### config.mk
export PLATFORM = sky130hd
export DESIGN_NAME = kvi_ctrl
export DESIGN_NICKNAME = d
export VERILOG_FILES = /design/src/design/kvi_pkg.sv /design/src/design/kvi_ctrl.sv
export SDC_FILE = /design/constraint.sdc
export NUM_CORES = 1
export LEC_CHECK = 0
export CAP_MARGIN = 25
export CORE_AREA = 5 5 43 45
export DETAILED_ROUTE_END_ITERATION = 8
export DIE_AREA = 0 0 48 50
export DONT_BUFFER_PORTS = 1
export GPL_TIMING_DRIVEN = 0
export SYNTH_ARGS = -nofsm -noshare
export SYNTH_HDL_FRONTEND = slang
export SYNTH_SLANG_ARGS = --single-unit
### constraint.sdc
create_clock -name i_clk -period 2.4 [get_ports i_clk]
set_input_delay 0.48 -clock i_clk [delete_from_list [all_inputs] [get_ports i_clk]]
set_output_delay 0.48 -clock i_clk [all_outputs]
set_load 0.05 [all_outputs]
### src/design/kvi_pkg.sv
// shared constants and types for the keyframe vector interpolator
package kvi_pkg;
    localparam int MaxKeys  = 64;
    localparam int SlotW    = $clog2(MaxKeys);
    localparam int CountW   = 7;
    localparam int FracBits = 16;
    localparam int TimeW    = 32;
    localparam int ValW     = 32;
    localparam int VecW     = 3 * ValW;
    localparam int KeyW     = TimeW + VecW;

    localparam logic MODE_LOAD  = 1'b0;
    localparam logic MODE_QUERY = 1'b1;

    // datapath operations issued by the controller
    localparam logic [3:0] OP_NONE   = 4'd0;
    localparam logic [3:0] OP_START  = 4'd1;
    localparam logic [3:0] OP_RDLAST = 4'd2;
    localparam logic [3:0] OP_CHKLST = 4'd3;
    localparam logic [3:0] OP_RDMID  = 4'd4;
    localparam logic [3:0] OP_CMPMID = 4'd5;
    localparam logic [3:0] OP_RDLO   = 4'd6;
    localparam logic [3:0] OP_GETLO  = 4'd7;
    localparam logic [3:0] OP_GETHI  = 4'd8;
    localparam logic [3:0] OP_DIVSTP = 4'd9;
    localparam logic [3:0] OP_FACTOR = 4'd10;
    localparam logic [3:0] OP_MUL    = 4'd11;
    localparam logic [3:0] OP_ADD    = 4'd12;
    localparam logic [3:0] OP_LOAD   = 4'd13;

    typedef struct packed {
        logic [3:0] op;
        logic [1:0] lane;
    } t_cmd;

    typedef struct packed {
        logic past;      // query at or after the last key
        logic single;    // only one key
        logic search_done;
        logic flat;      // t1 <= t0
        logic div_done;
    } t_status;
endpackage

### src/design/kvi_ctrl.sv
// query sequencer for the interpolator
module kvi_ctrl (
    input  logic            i_clk,
    input  logic            i_rst_n,
    input  logic            i_in_valid,
    input  logic            i_in_mode,
    output logic            o_in_ready,
    output logic            o_out_valid,
    input  logic            i_out_ready,
    input  kvi_pkg::t_status i_status,
    output kvi_pkg::t_cmd    o_cmd
);
    localparam logic [3:0] S_IDLE = 4'd0, S_RDLAST = 4'd1, S_CHKLST = 4'd2,
        S_RDMID = 4'd3, S_CMPMID = 4'd4, S_RDLO = 4'd5, S_GETLO = 4'd6,
        S_GETHI = 4'd7, S_DIV = 4'd8, S_FACT = 4'd9, S_MUL = 4'd10,
        S_ADD = 4'd11, S_DONE = 4'd12, S_LOADW = 4'd13;

    logic [3:0] r_state, n_state;
    logic [1:0] r_lane, n_lane;

    assign o_in_ready  = (r_state == S_IDLE);
    assign o_out_valid = (r_state == S_DONE);

    // sequencer
    always_comb begin
        n_state = r_state;
        n_lane  = r_lane;
        o_cmd.op   = kvi_pkg::OP_NONE;
        o_cmd.lane = r_lane;
        case (r_state)
            S_IDLE: begin
                if (i_in_valid) begin
                    if (i_in_mode == kvi_pkg::MODE_QUERY) begin
                        o_cmd.op = kvi_pkg::OP_START;
                        n_state  = S_RDLAST;
                    end else begin
                        o_cmd.op = kvi_pkg::OP_LOAD;
                        n_state  = S_LOADW;
                    end
                end
            end
            S_LOADW: n_state = S_IDLE;
            S_RDLAST: begin
                o_cmd.op = kvi_pkg::OP_RDLAST;
                n_state  = S_CHKLST;
            end
            S_CHKLST: begin
                o_cmd.op = kvi_pkg::OP_CHKLST;
                if (i_status.past || i_status.single) n_state = S_DONE;
                else n_state = S_RDMID;
            end
            S_RDMID: begin
                if (i_status.search_done) begin
                    n_state = S_RDLO;
                end else begin
                    o_cmd.op = kvi_pkg::OP_RDMID;
                    n_state  = S_CMPMID;
                end
            end
            S_CMPMID: begin
                o_cmd.op = kvi_pkg::OP_CMPMID;
                n_state  = S_RDMID;
            end
            S_RDLO: begin
                o_cmd.op = kvi_pkg::OP_RDLO;
                n_state  = S_GETLO;
            end
            S_GETLO: begin
                o_cmd.op = kvi_pkg::OP_GETLO;
                n_state  = S_GETHI;
            end
            S_GETHI: begin
                o_cmd.op = kvi_pkg::OP_GETHI;
                n_state  = S_DIV;
            end
            S_DIV: begin
                if (i_status.flat) begin
                    n_state = S_DONE;
                end else if (i_status.div_done) begin
                    n_state = S_FACT;
                end else begin
                    o_cmd.op = kvi_pkg::OP_DIVSTP;
                end
            end
            S_FACT: begin
                o_cmd.op = kvi_pkg::OP_FACTOR;
                n_lane   = 2'd0;
                n_state  = S_MUL;
            end
            S_MUL: begin
                o_cmd.op = kvi_pkg::OP_MUL;
                n_state  = S_ADD;
            end
            S_ADD: begin
                o_cmd.op = kvi_pkg::OP_ADD;
                if (r_lane == 2'd2) begin
                    n_state = S_DONE;
                end else begin
                    n_lane  = r_lane + 2'd1;
                    n_state = S_MUL;
                end
            end
            S_DONE: if (i_out_ready) n_state = S_IDLE;
            default: n_state = S_IDLE;
        endcase
    end

    always_ff @(posedge i_clk) begin
        if (!i_rst_n) begin
            r_state <= S_IDLE;
            r_lane  <= 2'd0;
        end else begin
            r_state <= n_state;
            r_lane  <= n_lane;
        end
    end

    // input and output never both open
    a_excl: assert property (@(posedge i_clk) disable iff (!i_rst_n)
        !(o_in_ready && o_out_valid)) else $error("ready and valid overlap");
    // a result beat held until taken
    a_hold: assert property (@(posedge i_clk) disable iff (!i_rst_n)
        o_out_valid && !i_out_ready |=> o_out_valid) else $error("result dropped");
    // a taken result returns to idle
    a_ret: assert property (@(posedge i_clk) disable iff (!i_rst_n)
        o_out_valid && i_out_ready |=> o_in_ready) else $error("no return to idle");
endmodule

==> impl_metrics.json, run 1 <==
{
  "worstMarginPinSlew_ns": 1.03,
  "setup_tns_ns": 0,
  "clock_latency_ns": 0.24,
  "cts.path.max_buffers": 2,
  "die_area_um2": 2400,
  "area_delta_synth_final_pct": 11.1,
  "setup_ws_ns": 0.0660,
  "top_usage_layer": "met1",
  "hold_start": "i_rst_n",
  "worstPathArrival_ns": 1.85,
  "crit_family": "compound AO/OA/AOI/OAI gates",
  "hold_depth": 1,
  "max_freq_mhz": 428,
  "placed_cell_area_um2": 674,
  "final_nets": 101,
  "path_clk_slew_ns": 0.04,
  "crit_buf_inv": 0,
  "slew_headroom": 0.314,
  "chipHeight_um": 50,
  "worst-setup-path-type": "reg -> out",
  "ys_types": 38,
  "cp_max_fo": 5,
  "drive_above_1_share": 0.205,
  "rr_worst_depth": 5,
  "syn_avg_cell_area_um2": 7.79,
  "gp_congestion": 0.878,
  "ys_seq_area_frac": 0.184,
  "yosys_warnings": 0,
  "htree_levels": 1,
  "drc_errors": 0,
  "end_kind": "output port",
  "antenna_found_initial": 0,
  "cts_tree": "done",
  "hold_viol": 0,
  "grt_pass1_wl_mm": 2.74,
  "cts_root_buffer": "clkbuf_4",
  "yosysTopAreaCellShare": 0.184,
  "synth_cells": 84,
  "async_flop_share": 0,
  "wl_mm": 1.66,
  "period_minus_slack_ns": 2.33,
  "status": "completed",
  "crit_cells": 4,
  "dp_slack_ns": 0.0555,
  "start_kind": "flop",
  "post-route-period-util": 0.973,
  "use_met2": 0.205,
  "grt_pass1_vias": 601,
  "diodes": 0,
  "portBuffers": 0,
  "crit_chain": "or2_4 -> nor4b_4 -> o31ai_2 -> a221oi_4",
  "grt_usage": 0.160,
  "synth_edf_count": 0,
  "ys.flop_type": "dfxtp_1",
  "detail_route.vias_per_cell": 6.49,
  "first_pass_iters": 4,
  "rr_startpoint": "r_state[3]",
  "ant_nets": 0,
  "cts_sinks": 6,
  "synth-seq-cells": 6,
  "slowest_stage": "a221oi_4",
  "core_um2": 1440,
  "grt-ovfl-total": 0,
  "skew_ns": 0.00544,
  "maxSlewViolCount": 0,
  "drtIter0Drc": 18,
  "grt_max_degree": 11,
  "synth_nets": 95,
  "cap_viol_max_count": 0,
  "yosysTopAreaCell": "dfxtp_1",
  "dp_hpwl_mm": 1.26,
  "use_met1": 0.231,
  "final_area_um2": 727,
  "vias": 675,
  "crit_path_start": "r_state[0]",
  "nFillCells": 154,
  "use_met3": 0.0727,
  "cpPeakStageDelay_ns": 0.57,
  "initial_core_util": 0.456,
  "wl_per_cell_um": 15.9,
  "fp-row-count": 14,
  "synthesis.area_um2": 654,
  "io_pins": 18,
  "worstHoldPathType": "in -> reg",
  "die_w_um": 48,
  "setup_viol": 0,
  "netlist_top_cells_area": "dfxtp_1, clkbuf_8, a21oi_1, nor2_1, nand2_1",
  "cp.required_ns": 1.92,
  "numCtsBuffers": 3
}
[cells in the final DEF, fill, tap and decap left out, types with 2 or more instances in the layout]
cell / n
nor2b_1: 4
nor2_1: 9
a21oi_1: 6
a2bb2oi_1: 2
dfxtp_1: 6
nor4bb_1: 2
o21bai_1: 2
o21ai_0: 4
nor3_1: 2
buf_4: 3
nand2_1: 7
clkbuf_4: 3
inv_1: 4
nand3_1: 3
a31oi_1: 3
o22ai_1: 2
clkbuf_8: 3
[layout make-up]
class,count,area (um2),share of cell area
flip-flops and latches,6,120,0.165
clock buffers,3,22.5,0.0310
multi-input cells,67,469,0.645
repair buffers,1,7.51,0.0103
plain buffers,7,72.6,0.0998
well taps,16,20.0,0.0275
inverters,4,15.0,0.0207
[timing repair]
| item | in CTS | in global routing |
|---|---|---|
| buffers inserted | 0 | 1 |
| hold buffers | 0 | 0 |
| setup endpoints to repair | 2 | 2 |
| pin swaps | 0 | 2 |
| gates resized for setup | 2 | 1 |
[cell families (layout without fill, tap and decap cells)]
| group | count (synthesis) | in the layout | synth area share |
|---|---|---|---|
| AND/OR/NAND/NOR | 35 | 35 | 0.323 |
| AO/OA/AOI/OAI | 30 | 30 | 0.327 |
| buffers and inverters | 11 | 15 | 0.134 |
| flip-flops | 6 | 6 | 0.184 |
| adder cells (fa/ha/maj) | 1 | 1 | 0.0191 |
| XOR/XNOR | 1 | 1 | 0.0134 |
[worst register-to-register path, delay by kind of cell (launching register included)]
family	cells	cell delay (ns)
and+or+nand+nor	3	0.98
DFF	1	0.46
buffers and inverters	1	0.26
AOI/OAI and AO/OA	1	0.21
[path summary, 6_finish.rpt]
path | slack (ns) | endpoint
min reg2reg | 0.69 | r_state[1]
min | 0.37 | r_lane[1]
max | 0.07 | o_cmd[5]
max reg2reg | 0.39 | r_state[2]
[cell usage after synthesis, types with 2 or more instances]
cell type,instances
nor3_1,2
dfxtp_1,6
nand2_1,7
clkbuf_8,3
nand3_1,3
nor4bb_1,2
nor2b_1,4
o21ai_0,4
o22ai_1,2
a2bb2oi_1,2
a31oi_1,3
a21oi_1,7
buf_4,2
nor2_1,9
inv_1,4
o21bai_1,2
[through the flow]
step,hold WS [ns],cells,util
floorplan,0.608,84,-
global placement,0.614,100,0.470
detailed placement,0.618,100,0.470
CTS,0.360,103,0.496
global route,0.361,104,0.506
finish,0.367,104,0.506
[sequential cells by signal, summed over array words and instances (netlist names)]
| name | flops |
|---|---|
| r_lane | 2 |
| r_state | 4 |
[routing by layer]
metal,wire length (um),vias to the layer above
met5,0,-
met4,30,0
met3,176,4
met2,762,32
met1,685,320
li1,-,319
Power of run 1 is not shown: default switching activity piles up to over one toggle a cycle in this logic, so the estimate is an artifact.
==> run 2: changes to the inputs <==
Settings changed: CORE_AREA 5 5 43 45 to 5 5 42 44, DIE_AREA 0 0 48 50 to 0 0 47 49.
==> run 2 against run 1 <==
  * Final cell count is 0.96% lower
  * Routed wire length is 3.1% higher
  * Clock skew is 0.0054 ns lower
  * Final area is 1.7% lower
  * Count of clock-buffer cells in the layout stayed put
  * Die area is 4.0% lower
  * Critical path depth stayed put
  * Via count is 3.6% lower
  * Fmax is 1.3% higher
  * Hold slack better by 0.0063 ns
  * Critical path type unchanged
==> impl_metrics.json, run 2 (synthesis gave the netlist of run 1 again) <==
{
  "status": "completed",
  "gp_congestion": 0.908,
  "grt_usage": 0.166,
  "mostFrequentLayoutCell": "nor2_1",
  "use_met3": 0.0738,
  "portBuffers": 0,
  "diodes": 0,
  "use_met2": 0.238,
  "skew_ns": 0.0000766,
  "worst-setup-path-type": "reg -> out",
  "final_nets": 100,
  "finalNonFillerCells": 103,
  "regMostFlops": "r_state",
  "utilization": 0.510,
  "die_w_um": 47,
  "dp_hpwl_mm": 1.25,
  "max_freq_mhz": 434,
  "rsz0062_at_grt": "false",
  "cts_sinks": 6,
  "placed_cells_incl_taps": 100,
  "clock_latency_ns": 0.24,
  "wl_mm": 1.71,
  "initial_core_util": 0.467,
  "setup_tns_ns": 0,
  "fp-row-count": 14,
  "grt_pass1_wl_mm": 2.85,
  "period_minus_slack_ns": 2.30,
  "cap_viol_max_count": 0,
  "numCtsBuffers": 3,
  "area_delta_synth_final_pct": 9.18,
  "ant_nets": 0,
  "chipHeight_um": 49,
  "grt-ovfl-total": 0,
  "wl_per_cell_um": 16.6,
  "placed_cell_area_um2": 674,
  "drive_above_1_share": 0.207,
  "post-route-period-util": 0.960,
  "path_clk_slew_ns": 0.04,
  "cp_max_fo": 5,
  "slew_headroom": 0.315,
  "drtIter0Drc": 10,
  "grt_pass1_vias": 656,
  "cp.required_ns": 1.92,
  "setup_viol": 0,
  "io_pins": 18,
  "maxSlewViolCount": 0,
  "die_area_um2": 2300,
  "hold_viol": 0,
  "worstMarginPinSlew_ns": 1.03,
  "rrSetupSlack_ns": 0.61,
  "cts_setup_buffers": 0,
  "final_area_um2": 714,
  "vias": 651,
  "cts_hold_buffers": 0,
  "worstPathArrival_ns": 1.82,
  "first_pass_iters": 4,
  "largest_reg_flops": 4,
  "largestRegisters": "r_state (4), r_lane (2)",
  "use_met1": 0.211,
  "worstHoldPathType": "in -> reg",
  "detail_route.vias_per_cell": 6.32,
  "cts_root_buffer": "clkbuf_4",
  "top_usage_layer": "met2",
  "nFillCells": 137,
  "final_cell_mix": "nor2_1, nand2_1, a21oi_1, dfxtp_1",
  "core_um2": 1400,
  "cts_tree": "done",
  "htree_levels": 1,
  "start_kind": "flop",
  "end_kind": "output port",
  "antenna_found_initial": 0,
  "grt_max_degree": 11,
  "drc_errors": 0,
  "cts.path.max_buffers": 2
}
-- run 2: changes by cell type in the layout (fill, tap and decap cells not counted) --
cell and delta:
a21oi_2 +1, a21oi_4 -1, buf_4 -1, nor2_1 -1
nor2_2 +1
-- run 2: worst paths after layout --
check / to / cells past startpoint / startpoint
hold / removal: r_lane[0] / 1 / i_rst_n
setup / recovery: o_cmd[5] / 4 / r_state[0]
setup reg to reg: r_state[2] / 6 / r_lane[0]
hold reg to reg: r_state[1] / 3 / r_state[2]
-- run 2: what timing repair did --
action                                  CTS  global route
endpoints found under the setup margin    2             2
pin swaps                                 0             2
resized for setup                         2             1
gates cloned                              0             0
-- run 2: per-layer routing --
metal / part of all wire / vias to the layer above
li1: - / 316
met1: 0.45 / 303
met2: 0.47 / 30
met3: 0.065 / 2
met4: 0.0094 / 0
met5: 0 / -
-- run 2: critical path: stages (launching register included) --
cell	delay, ns
dfxtp_1	0.31
or2_4	0.29
nor4b_4	0.29
o31ai_2	0.12
a221oi_4	0.57
-- run 2: area by class of cell --
cell class                      instances  area, um2  share of cell area
Buffer                                  7       72.6               0.102
Clock buffer                            3       22.5              0.0315
Inverter                                4       15.0              0.0210
Multi-Input combinational cell         67        464               0.650
Sequential cell                         6        120               0.168
Tap cell                               16       20.0              0.0280
-- run 2: through the flow --
step	hold WS (ns)	setup slack [ns]
after global placement	0.612	0.0443
final	0.373	0.0957
after CTS	0.366	0.0452
after floorplan	0.608	0.163
after detailed placement	0.621	0.0753
after global routing	0.364	0.00193
Power of run 2 is left out for the same reason.
==> run 3: changes to the inputs <==
==> constraint.sdc (replaced) <==
create_clock -name i_clk -period 2.4 [get_ports i_clk]
set_input_delay 0.48 -clock i_clk [delete_from_list [all_inputs] [get_ports i_clk]]
set_output_delay 0.48 -clock i_clk [all_outputs]
set_load 0.02 [all_outputs]
==> run 3 against run 2 <==
  * Hold slack got worse by 0.0011 ns
  * Register-to-register slack improved by 0.18 ns
  * Final area fell by 2.5%
  * Non-clock buffer count did not move
  * Setup slack improved by 0.10 ns
  * First-iteration DRC count rose by 100%
  * Critical endpoint unchanged
  * Clock skew rose by 0.0013 ns
  * Routed wire length rose by 1.1%
  * Count of clock-buffer cells in the layout did not move
  * Utilization fell by 1.2 points
==> impl_metrics.json, run 3 (synthesis gave the netlist of run 1 again) <==
{
  "status": "completed",
  "rr_endpoint": "r_state[2]",
  "gp_congestion": 0.908,
  "setup_tns_ns": 0,
  "initial_core_util": 0.467,
  "grt_usage": 0.168,
  "largest_reg_flops": 4,
  "cts_sinks": 6,
  "wl_per_cell_um": 16.8,
  "final_area_um2": 697,
  "max_freq_mhz": 454,
  "drc_errors": 0,
  "skew_ns": 0.00140,
  "worstHoldPathType": "in -> reg",
  "cts.repair.resized": 0,
  "cp_max_fo": 5,
  "p_per_area_nw_per_um2": 1520,
  "utilization": 0.497,
  "clock_latency_ns": 0.24,
  "rsz0062_at_grt": "false",
  "die_area_um2": 2300,
  "setup_viol": 0,
  "htree_levels": 1,
  "cts.path.max_buffers": 2,
  "cts_setup_buffers": 0,
  "cap_viol_max_count": 0,
  "maxSlewViolCount": 0,
  "mostFrequentLayoutCell": "nor2_1",
  "detail_route.vias_per_cell": 6.53,
  "diodes": 0,
  "period_minus_slack_ns": 2.20,
  "largestRegisters": "r_state (4), r_lane (2)",
  "drive_above_1_share": 0.184,
  "hold_end": "r_lane[0]",
  "hold_depth": 1,
  "slew_headroom": 0.682,
  "dp_hpwl_mm": 1.25,
  "worst-setup-path-type": "reg -> out",
  "hold_viol": 0,
  "fp-row-count": 14,
  "worstMarginPinSlew_ns": 0.476,
  "drtIter0Drc": 20,
  "rr_startpoint": "r_state[3]",
  "portBuffers": 0,
  "placed_cell_area_um2": 674,
  "path_clk_slew_ns": 0.04,
  "worstPathArrival_ns": 1.72,
  "chipHeight_um": 49,
  "grt_max_degree": 11,
  "area_delta_synth_final_pct": 6.50,
  "vdd_drop_max_mv": 0.770,
  "ant_nets": 0,
  "cts_root_buffer": "clkbuf_4",
  "cts_hold_buffers": 0,
  "die_w_um": 47,
  "end_kind": "output port",
  "cts_tree": "done",
  "numCtsBuffers": 3,
  "wl_mm": 1.73,
  "grt-ovfl-total": 0,
  "power.leakage_nw": 0.257,
  "io_pins": 18,
  "final_cell_mix": "nor2_1, nand2_1, a21oi_1",
  "core_um2": 1400,
  "crit_path_start": "r_state[0]",
  "grt_pass1_wl_mm": 2.88,
  "start_kind": "flop",
  "holdWs_ns": 0.372,
  "post-route-period-util": 0.918,
  "vias": 673,
  "antenna_found_initial": 0,
  "final_nets": 100,
  "regMostFlops": "r_state",
  "rr_worst_depth": 5,
  "grt_pass1_vias": 664,
  "hold_start": "i_rst_n",
  "cp.required_ns": 1.92,
  "rrSetupSlack_ns": 0.79,
  "first_pass_iters": 4
}
[run 3: changes by cell type in the layout (fill, tap and decap cells not counted)]
cell	before	now
nor2_2	1	0
a221oi_4	1	0
a21oi_2	1	0
a21oi_1	6	7
a221oi_2	0	1
nor2_1	8	9
[run 3: power breakdown]
group          total (W)  internal (W)  leakage, nW  switching (W)
logic           0.000800      0.000318        0.194       0.000483
clock network  0.0000912     0.0000565       0.0138      0.0000347
registers       0.000167      0.000135       0.0492      0.0000321
total            0.00106      0.000509        0.257       0.000549
[run 3: worst max-delay path: stages, from the launching register on]
cell      delay (ns)
dfxtp_1         0.31
or2_4           0.29
nor4b_4         0.33
o31ai_2         0.11
a221oi_2        0.44
[run 3: metrics by stage]
step / std cells / setup WS [ns] / power, W
floorplan: 84 / 0.537 / 0.000834
global placement: 100 / 0.466 / 0.000964
detailed placement: 100 / 0.450 / 0.000962
CTS: 103 / 0.179 / 0.00106
global route: 103 / 0.103 / 0.00114
finish: 103 / 0.197 / 0.00106
[run 3: worst max-delay path by stage]
stage	endpoint	slack, ns
after floorplan	o_cmd[5]	0.54
after global placement	o_cmd[4]	0.47
after detailed placement	o_cmd[5]	0.45
after CTS	o_cmd[5]	0.18
after global routing	o_cmd[5]	0.10
final	o_cmd[5]	0.20
[run 3: area by class of cell]
type | instances | area [um2]
buffer | 7 | 72.6
clock buffer | 3 | 22.5
fill | 138 | 704
inverter | 4 | 15.0
multi-input combinational | 67 | 447
sequential | 6 | 120
tap | 16 | 20.0
[run 3: per-layer routing]
layer,vias to the layer above,GRT usage,routed length [um]
li1,316,-,-
met1,314,0.211,716
met2,41,0.247,842
met3,2,0.0701,146
met4,0,0.0691,21
met5,-,0,0
No activity file was read; power rests on OpenSTA's default activity.
